$ cat config.mk
export PLATFORM = sky130hd
export DESIGN_NAME = fgs_ctrl
export DESIGN_NICKNAME = d
export VERILOG_FILES = /design/src/hw/rtl/fgs_pkg.sv /design/src/hw/rtl/fgs_ctrl.sv
export SDC_FILE = /design/constraint.sdc
export NUM_CORES = 1
export LEC_CHECK = 0
export BUFFER_PORTS_ARGS = -buffer_cell sky130_fd_sc_hd__clkbuf_2
export CAP_MARGIN = 20
export CORE_AREA = 4 4 45 47
export CTS_CLUSTER_SIZE = 30
export DETAILED_ROUTE_END_ITERATION = 16
export DIE_AREA = 0 0 49 51
export GPL_TIMING_DRIVEN = 0
export PLACE_DENSITY_LB_ADDON = 0.15
export SLEW_MARGIN = 10
export SYNTH_ARGS = -nofsm -noshare
export SYNTH_HDL_FRONTEND = slang
export SYNTH_SLANG_ARGS = --single-unit
export TNS_END_PERCENT = 5
$ cat constraint.sdc
create_clock -name i_clk -period 1.6 [get_ports i_clk]
set_clock_uncertainty 0.1 [all_clocks]
set_input_delay 0 -clock i_clk [delete_from_list [all_inputs] [get_ports i_clk]]
set_output_delay 0 -clock i_clk [all_outputs]
set_load 0.01 [all_outputs]
$ cat src/hw/rtl/fgs_pkg.sv
package fgs_pkg;

    localparam int DEF_MAX_FRONTIERS = 64;
    localparam int DEF_MAX_VISITED   = 32;
    localparam int DEF_COORD_BITS    = 24;

    localparam int SIZE_BITS   = 16;
    localparam int MAXC_BITS   = 7;
    localparam int DW_BITS     = 16;
    localparam int SW_BITS     = 24;
    localparam int RAD_BITS    = 16;
    localparam int D2_BITS     = 64;
    localparam int ROOT_BITS   = D2_BITS / 2;
    localparam int COST_BITS   = 32;
    localparam int ADDR_BITS   = 5;
    localparam int DATA_BITS   = 32;
    localparam int STEP_BITS   = 5;

    localparam logic [SIZE_BITS-1:0] RST_MIN_SIZE = 16'd8;
    localparam logic [MAXC_BITS-1:0] RST_MAX_CAND = 7'd8;
    localparam logic [DW_BITS-1:0]   RST_DIST_W   = 16'd256;
    localparam logic [SW_BITS-1:0]   RST_SIZE_W   = 24'd1000;
    localparam logic [RAD_BITS-1:0]  RST_RADIUS   = 16'd500;

    typedef enum logic [1:0] {
        ACT_LOAD   = 2'd0,
        ACT_MARK   = 2'd1,
        ACT_CLEAR  = 2'd2,
        ACT_SELECT = 2'd3
    } t_action;

    typedef enum logic [2:0] {
        REG_MIN_SIZE = 3'd0,
        REG_MAX_CAND = 3'd1,
        REG_DIST_W   = 3'd2,
        REG_SIZE_W   = 3'd3,
        REG_RADIUS   = 3'd4
    } t_reg_idx;

    typedef struct packed {
        logic [SIZE_BITS-1:0] min_size;
        logic [MAXC_BITS-1:0] max_cand;
        logic [DW_BITS-1:0]   dist_w;
        logic [SW_BITS-1:0]   size_w;
        logic [RAD_BITS-1:0]  radius;
    } t_cfg;

    typedef enum logic [4:0] {
        S_IDLE, S_F_RD, S_F_LAT, S_V_RD, S_V_SQ, S_V_CMP, S_CHECK,
        S_R_I, S_R_LAT, S_R_J_RD, S_R_J_CMP, S_R_END,
        S_C_SQ, S_C_INIT, S_C_ITER, S_C_MUL, S_C_UPD, S_DONE
    } t_state;

    typedef enum logic [4:0] {
        OP_NONE, OP_LOAD, OP_MARK, OP_CLEAR, OP_START,
        OP_F_RD, OP_F_LAT, OP_V_RD, OP_V_SQ, OP_V_CMP, OP_CHECK,
        OP_R_I, OP_R_LAT, OP_R_J_RD, OP_R_J_CMP, OP_R_END,
        OP_C_SQ, OP_C_INIT, OP_C_ITER, OP_C_MUL, OP_C_UPD, OP_DONE
    } t_op;

    typedef struct packed {
        logic f_empty;
        logic v_empty;
        logic i_last;
        logic used_i;
        logic near_hit;
        logic v_last;
        logic j_last;
        logic rank_ge_k;
        logic iter_done;
    } t_status;

endpackage

$ cat src/hw/rtl/fgs_ctrl.sv
module fgs_ctrl
    import fgs_pkg::*;
(
    input  logic    i_clk,
    input  logic    i_rst_n,
    input  logic    i_valid,
    input  logic [1:0] i_action,
    input  logic    i_out_ready,
    input  t_status i_status,
    output t_op     o_op,
    output logic    o_in_ready,
    output logic    o_out_valid
);

    t_state  r_state, n_state;
    logic    r_out_valid, n_out_valid;
    t_action action;
    logic    accept;

    assign action     = t_action'(i_action);
    assign o_in_ready = (r_state == S_IDLE) && !(action == ACT_SELECT && r_out_valid);
    assign accept     = i_valid && o_in_ready;
    assign o_out_valid = r_out_valid;

    always_comb begin
        n_state = r_state;
        unique case (r_state)
            S_IDLE: begin
                if (accept && action == ACT_SELECT) begin
                    n_state = i_status.f_empty ? S_DONE : S_F_RD;
                end
            end
            S_F_RD:  n_state = S_F_LAT;
            S_F_LAT: begin
                if (i_status.v_empty) begin
                    n_state = i_status.i_last ? S_CHECK : S_F_RD;
                end else begin
                    n_state = S_V_RD;
                end
            end
            S_V_RD:  n_state = S_V_SQ;
            S_V_SQ:  n_state = S_V_CMP;
            S_V_CMP: begin
                if (i_status.near_hit || i_status.v_last) begin
                    n_state = i_status.i_last ? S_CHECK : S_F_RD;
                end else begin
                    n_state = S_V_RD;
                end
            end
            S_CHECK: n_state = S_R_I;
            S_R_I: begin
                if (!i_status.used_i) begin
                    n_state = i_status.i_last ? S_DONE : S_R_I;
                end else begin
                    n_state = S_R_LAT;
                end
            end
            S_R_LAT:   n_state = S_R_J_RD;
            S_R_J_RD:  n_state = S_R_J_CMP;
            S_R_J_CMP: n_state = i_status.j_last ? S_R_END : S_R_J_RD;
            S_R_END: begin
                if (i_status.rank_ge_k) begin
                    n_state = i_status.i_last ? S_DONE : S_R_I;
                end else begin
                    n_state = S_C_SQ;
                end
            end
            S_C_SQ:   n_state = S_C_INIT;
            S_C_INIT: n_state = S_C_ITER;
            S_C_ITER: n_state = i_status.iter_done ? S_C_MUL : S_C_ITER;
            S_C_MUL:  n_state = S_C_UPD;
            S_C_UPD:  n_state = i_status.i_last ? S_DONE : S_R_I;
            S_DONE:   n_state = S_IDLE;
            default:  n_state = S_IDLE;
        endcase
    end

    always_comb begin
        o_op = OP_NONE;
        unique case (r_state)
            S_IDLE: begin
                if (accept) begin
                    unique case (action)
                        ACT_LOAD:   o_op = OP_LOAD;
                        ACT_MARK:   o_op = OP_MARK;
                        ACT_CLEAR:  o_op = OP_CLEAR;
                        ACT_SELECT: o_op = OP_START;
                        default:    o_op = OP_NONE;
                    endcase
                end
            end
            S_F_RD:    o_op = OP_F_RD;
            S_F_LAT:   o_op = OP_F_LAT;
            S_V_RD:    o_op = OP_V_RD;
            S_V_SQ:    o_op = OP_V_SQ;
            S_V_CMP:   o_op = OP_V_CMP;
            S_CHECK:   o_op = OP_CHECK;
            S_R_I:     o_op = OP_R_I;
            S_R_LAT:   o_op = OP_R_LAT;
            S_R_J_RD:  o_op = OP_R_J_RD;
            S_R_J_CMP: o_op = OP_R_J_CMP;
            S_R_END:   o_op = OP_R_END;
            S_C_SQ:    o_op = OP_C_SQ;
            S_C_INIT:  o_op = OP_C_INIT;
            S_C_ITER:  o_op = OP_C_ITER;
            S_C_MUL:   o_op = OP_C_MUL;
            S_C_UPD:   o_op = OP_C_UPD;
            S_DONE:    o_op = OP_DONE;
            default:   o_op = OP_NONE;
        endcase
    end

    always_comb begin
        n_out_valid = r_out_valid;
        if (r_out_valid && i_out_ready) begin
            n_out_valid = 1'b0;
        end
        if (r_state == S_DONE) begin
            n_out_valid = 1'b1;
        end
    end

    always_ff @(posedge i_clk) begin
        if (!i_rst_n) begin
            r_state     <= S_IDLE;
            r_out_valid <= 1'b0;
        end else begin
            r_state     <= n_state;
            r_out_valid <= n_out_valid;
        end
    end

endmodule

Yosys cells after proc, flatten, opt, wreduce, memory -nomap -nowiden:

Cells that the tools add are included.
W data, S select, Z words.

* bits in registers: 6
* input port bits: 15
* output and inout port bits: 7
* logic and storage cells: 49

* equal/unequal tests: 21
* muxes and demuxes: 16
* reduce and logical (&&, ||, !) cells: 10

Operator list (number)
* $pmux W5 S18: 1
* $pmux W5 S17: 1
* $eq A5 B4 Y1 const B: 8
* $mux W5: 6
* $eq A5 B3 Y1 const B: 4
* $pmux W5 S4: 1
* $eq A5 B2 Y1 const B: 2
* $eq A5 B5 Y1 const B: 2
* $mux W3: 3
* $eq A5 B1 Y1 const B: 1
* $logic_and A1 B1 Y1: 5
* $logic_not A5 Y1: 1
* $eq A2 B2 Y1 const B: 2
* $mux W1: 3
* $eq A2 B1 Y1 const B: 1
* $logic_not A2 Y1: 1
* $mux W2: 1
* $ne A2 B1 Y1 const B: 1
* $reduce_bool A2 Y1: 1
* $logic_not A1 Y1: 1
* $logic_or A1 B1 Y1: 1

Depth between registers and ports, before layout:

* depth after elaboration: 8
* gate-level depth with buffers: 5
* gate-level depth less buffers: 4

Worst setup path after synthesis:

No wires, ideal clock.

* path type: register to register
* start point: register r_state[4]
* end point: register r_state[1]
* setup time: 0.077 ns
* data arrival time: 1.470 ns
* data required time: 1.423 ns
* path slack: -0.047 ns
* stages on the path, launching flop included: 6
* buffers on the path: 1
* cell sequence: dfxtp_1 > buf_6 > or4b_4 > or2_0 > o32a_1 > a41oi_2

* word-level cells in the longest chain between the ends: 5
* elaborated cells on any way between the ends: 22
* classes of those cells: 17 x eq/ne; 1 x mux; 4 x reduce/logical

Ends and longest elaborated chain
* from (decl): RTL line fgs_ctrl.sv:15 `t_state r_state, n_state;`
* from (signal assigned): RTL line fgs_ctrl.sv:128 `r_state <= n_state;`
* branches (longest 5 deep; another with $pmux W5 S17)

Several ways; the timed one is not identified.
A chain may end at the register's enable or synchronous reset.

Worst setup path after layout:

* start point: register r_state[3]
* end point: output o_op[0]

* word-level cells in the longest chain between the ends: 5
* elaborated cells on any way between the ends: 22
* classes of those cells: 17 x eq/ne; 2 x mux; 3 x reduce/logical

Ends and longest elaborated chain
* $logic_not A5 Y1: RTL line fgs_ctrl.sv:21, fgs_ctrl.sv:80
* $logic_and A1 B1 Y1: RTL line fgs_ctrl.sv:21 `assign o_in_ready = (r_state == S_IDLE) && !(action == ACT_SELECT && r_out_valid);`
* $logic_and A1 B1 Y1: RTL line fgs_ctrl.sv:22 `assign accept = i_valid && o_in_ready;`
* $mux W5: RTL line fgs_ctrl.sv:82 `if (accept) begin`
* $pmux W5 S18 (*): RTL line fgs_ctrl.sv:80 `unique case (r_state)`
* to (decl): RTL line fgs_ctrl.sv:10 `output t_op o_op,`

Every way passes the cells marked *; elsewhere a longest branch is shown, timed or not.

==> results.py <==
metrics = {
    "worst_setup_path": {
        "cp.required_ns": 1.50,
        "critPathSlowestCell": "a2111oi_4",
        "start_kind": "flop",
        "cp.arrival_ns": 1.66,
        "cp_num_buf_inv": 1,
        "path_class": "flop to output pin",
        "crit_chain": "or2_4 -> a2111oi_4 -> o211ai_1 -> a22oi_1 -> buf_2",
        "crit_path_end_kind": "output pin",
        "path_delay_family": "compound AO/OA/AOI/OAI gates",
        "cp_max_fo": 7,
        "critPathMaxStageDelay_ns": 0.38,
    },
    "power": {
        "sw_frac_of_total": 0.377,
        "powerDensity_nw_per_um2": 810,
        "power_frac_seq": 0.250,
        "p_int_mw": 0.457,
        "p_switching_mw": 0.277,
        "clock_power_share": 0.186,
        "ir_drop_uv": 427,
        "p_comb_frac": 0.564,
        "p_leak_nw": 0.387,
    },
    "sta": {
        "setup_tns_ns": -0.623,
        "grt_setup_unrepaired": "true",
        "fmax_ghz": 0.568,
        "timing.hold.ws_ns": 0.0236,
        "maxSlewHeadroom": 0.730,
        "post-route-period-util": 1.10,
        "setup_violations": 6,
        "slew_violations": 0,
        "finalWorstSetupSlack_ns": -0.161,
        "final_hold_viol_count": 0,
        "tightestPinTransition_ns": 0.404,
        "fin_crit_ns": 1.76,
    },
    "floorplan": {
        "die_h_um": 51,
        "dieArea_um2": 2500,
        "core-area_um2": 1650,
        "rows": 15,
        "io_pins": 22,
        "fp.dieW_um": 49,
        "start_util": 0.412,
    },
    "clock_network": {
        "cts_buffers": 3,
        "htree_levels": 1,
        "clock_path_buffers": 2,
        "cts_tree": "built",
        "cts.sinks": 6,
        "clk_latency_ns": 0.24,
        "path_clk_slew_ns": 0.04,
        "clockRootBuffer": "clkbuf_4",
    },
    "synth": {
        "yosys_warnings": 0,
        "synth.distinct_cells": 41,
        "synth.area.top_cells": "dfxtp_1 18%, ha_1 5.5%, a2111oi_4 4.0%",
        "synth_nets": 104,
        "syn_inst": 86,
        "syn-cell-area_um2": 681,
        "async_flop_share": 0,
        "synth.avg_cell_area_um2": 7.91,
        "synth-edff-count": 0,
        "synth_seq_cells": 6,
        "synthTopCellsByCount": "7 x inv_1, 6 x dfxtp_1, 6 x nand2_1",
        "synth_top_area_frac": 0.176,
        "ys.flop_type": "dfxtp_1",
        "yosys.area.top_type": "dfxtp_1",
        "synth_most_common_cell": "inv_1",
        "yosysSeqAreaShare": 0.176,
    },
    "route": {
        "wire_per_inst_um": 14.0,
        "ant_nets": 0,
        "dr.pass1.iters": 4,
        "drt-initial-drc-count": 16,
        "drt-total-wl_mm": 1.86,
        "routed_via_density": 5.88,
        "vias": 782,
        "drcViolationCount": 0,
    },
    "global_routing": {
        "grt_pass1_wl_mm": 3.18,
        "grt_overflow_total": 0,
        "antenna_found_initial": 0,
        "grt_pass1_vias": 708,
        "grt_max_degree": 11,
        "grt_use_total": 0.158,
    },
    "finish": {
        "area.growth.synth_to_final_pct": 33.1,
        "regArea_um2": 124,
        "multiInputGateArea_um2": 518,
        "drive_above_1_share": 0.397,
        "diodes": 0,
        "nNetsFinal": 136,
        "num-fill-cells": 163,
    },
    "run": {
        "maxCapViolCount": 0,
    },
    "run_status": {
        "status": "finished with violations",
        "failed_checks": "setup timing",
    },
    "min_path": {
        "hp-class": "primary input to flop",
    },
    "placed_design": {
        "gp_congestion": 0.811,
        "io_buffers": 21,
        "dp.final_hpwl_mm": 1.45,
    },
}
[routing by layer]
metal,global-route usage,vias to the layer above,part of all wire
met4,0.0717,0,0.012
li1,-,393,-
met3,0.0262,4,0.046
met1,0.200,361,0.46
met2,0.259,24,0.48
met5,0,-,0
[cell type report]
cell class | instances | area share
Multi-Input combinational cell | 67 | 0.572
Buffer | 6 | 0.0401
Timing Repair Buffer | 27 | 0.174
Tap cell | 17 | 0.0235
Sequential cell | 6 | 0.137
Clock buffer | 3 | 0.0249
Inverter | 7 | 0.0290
[worst paths after layout]
check | from | endpoint | slack [ns] | depth (start not counted)
max reg2reg | r_state[4]$_SDFFE_PN0P_ | r_state[1]$_SDFFE_PN0P_ | -0.12 | 5
max | r_state[3]$_SDFFE_PN0P_ | o_op[0] | -0.16 | 5
min | i_status[8] | r_state[4]$_SDFFE_PN0P_ | 0.02 | 5
min reg2reg | r_state[4]$_SDFFE_PN0P_ | r_state[0]$_SDFFE_PN0P_ | 0.58 | 3
[tightest hold or removal path, stage by stage]
cell and delay, ns:
clkbuf_2 0.08, inv_1 0.04, o22ai_1 0.07, nand2b_1 0.07, a21oi_1 0.06
[metrics by stage]
stage	instances	power (mW)	setup WS, ns	instance area [µm²]	utilization
after floorplan	86	0.434	-0.0305	681	-
after global placement	124	0.541	-0.205	807	0.489
after detailed placement	124	0.544	-0.253	807	0.489
after CTS	132	0.719	-0.189	882	0.534
after global routing	133	0.790	-0.266	906	0.548
final	133	0.734	-0.161	906	0.548
[timing repair]
action / CTS / global route
gates resized for setup: 6 / 10
hold buffers: 2 / 0
buffers inserted: 3 / 1
setup endpoints to repair: 8 / 9
pin swaps: 4 / 2
hold endpoints to repair: 2 / 0
[flip-flops by register name, summed over array words and instances, names as in the netlist]
signal / count
o_out_valid: 1
r_state: 5
[cell families after synthesis]
kind of cell | count (synthesis) | synth area share
buffers and inverters | 13 | 0.0846
AND/OR/NAND/NOR | 29 | 0.272
flip-flops | 6 | 0.176
XOR/XNOR | 2 | 0.0257
AO/OA/AOI/OAI | 33 | 0.386
adder cells (fa/ha/maj) | 3 | 0.0552
[placed cells by master, fill, tap and decap left out, types with 2 or more instances in the layout]
| master | Yosys | final |
|---|---|---|
| inv_1 | 7 | 7 |
| dlygate4sd3_1 | 0 | 2 |
| a21oi_1 | 5 | 5 |
| o22ai_1 | 3 | 3 |
| nand2b_1 | 2 | 2 |
| clkbuf_4 | 0 | 3 |
| xnor2_1 | 2 | 2 |
| o211ai_1 | 3 | 3 |
| buf_2 | 1 | 3 |
| nor3b_1 | 2 | 2 |
| a22oi_1 | 2 | 2 |
| dfxtp_2 | 0 | 3 |
| nand4b_1 | 2 | 2 |
| clkbuf_1 | 4 | 2 |
| nor3_1 | 3 | 2 |
| buf_4 | 0 | 6 |
| or2_2 | 4 | 2 |
| clkbuf_2 | 0 | 19 |
| or2_4 | 0 | 2 |
| a211oi_1 | 3 | 2 |
| nand2_1 | 6 | 6 |
| a31oi_1 | 2 | 2 |
| ha_1 | 3 | 3 |
| o21ai_0 | 4 | 3 |
| dfxtp_1 | 6 | 3 |
[power groups by stage]
stage               logic (mW)  registers, mW  clock network (mW)
floorplan                0.254          0.179                   0
global placement         0.357          0.185                   0
detailed placement       0.360          0.185                   0
CTS                      0.396          0.181               0.142
global route             0.454          0.186               0.150
finish                   0.414          0.183               0.137
Power figures use the tool's default switching activity.
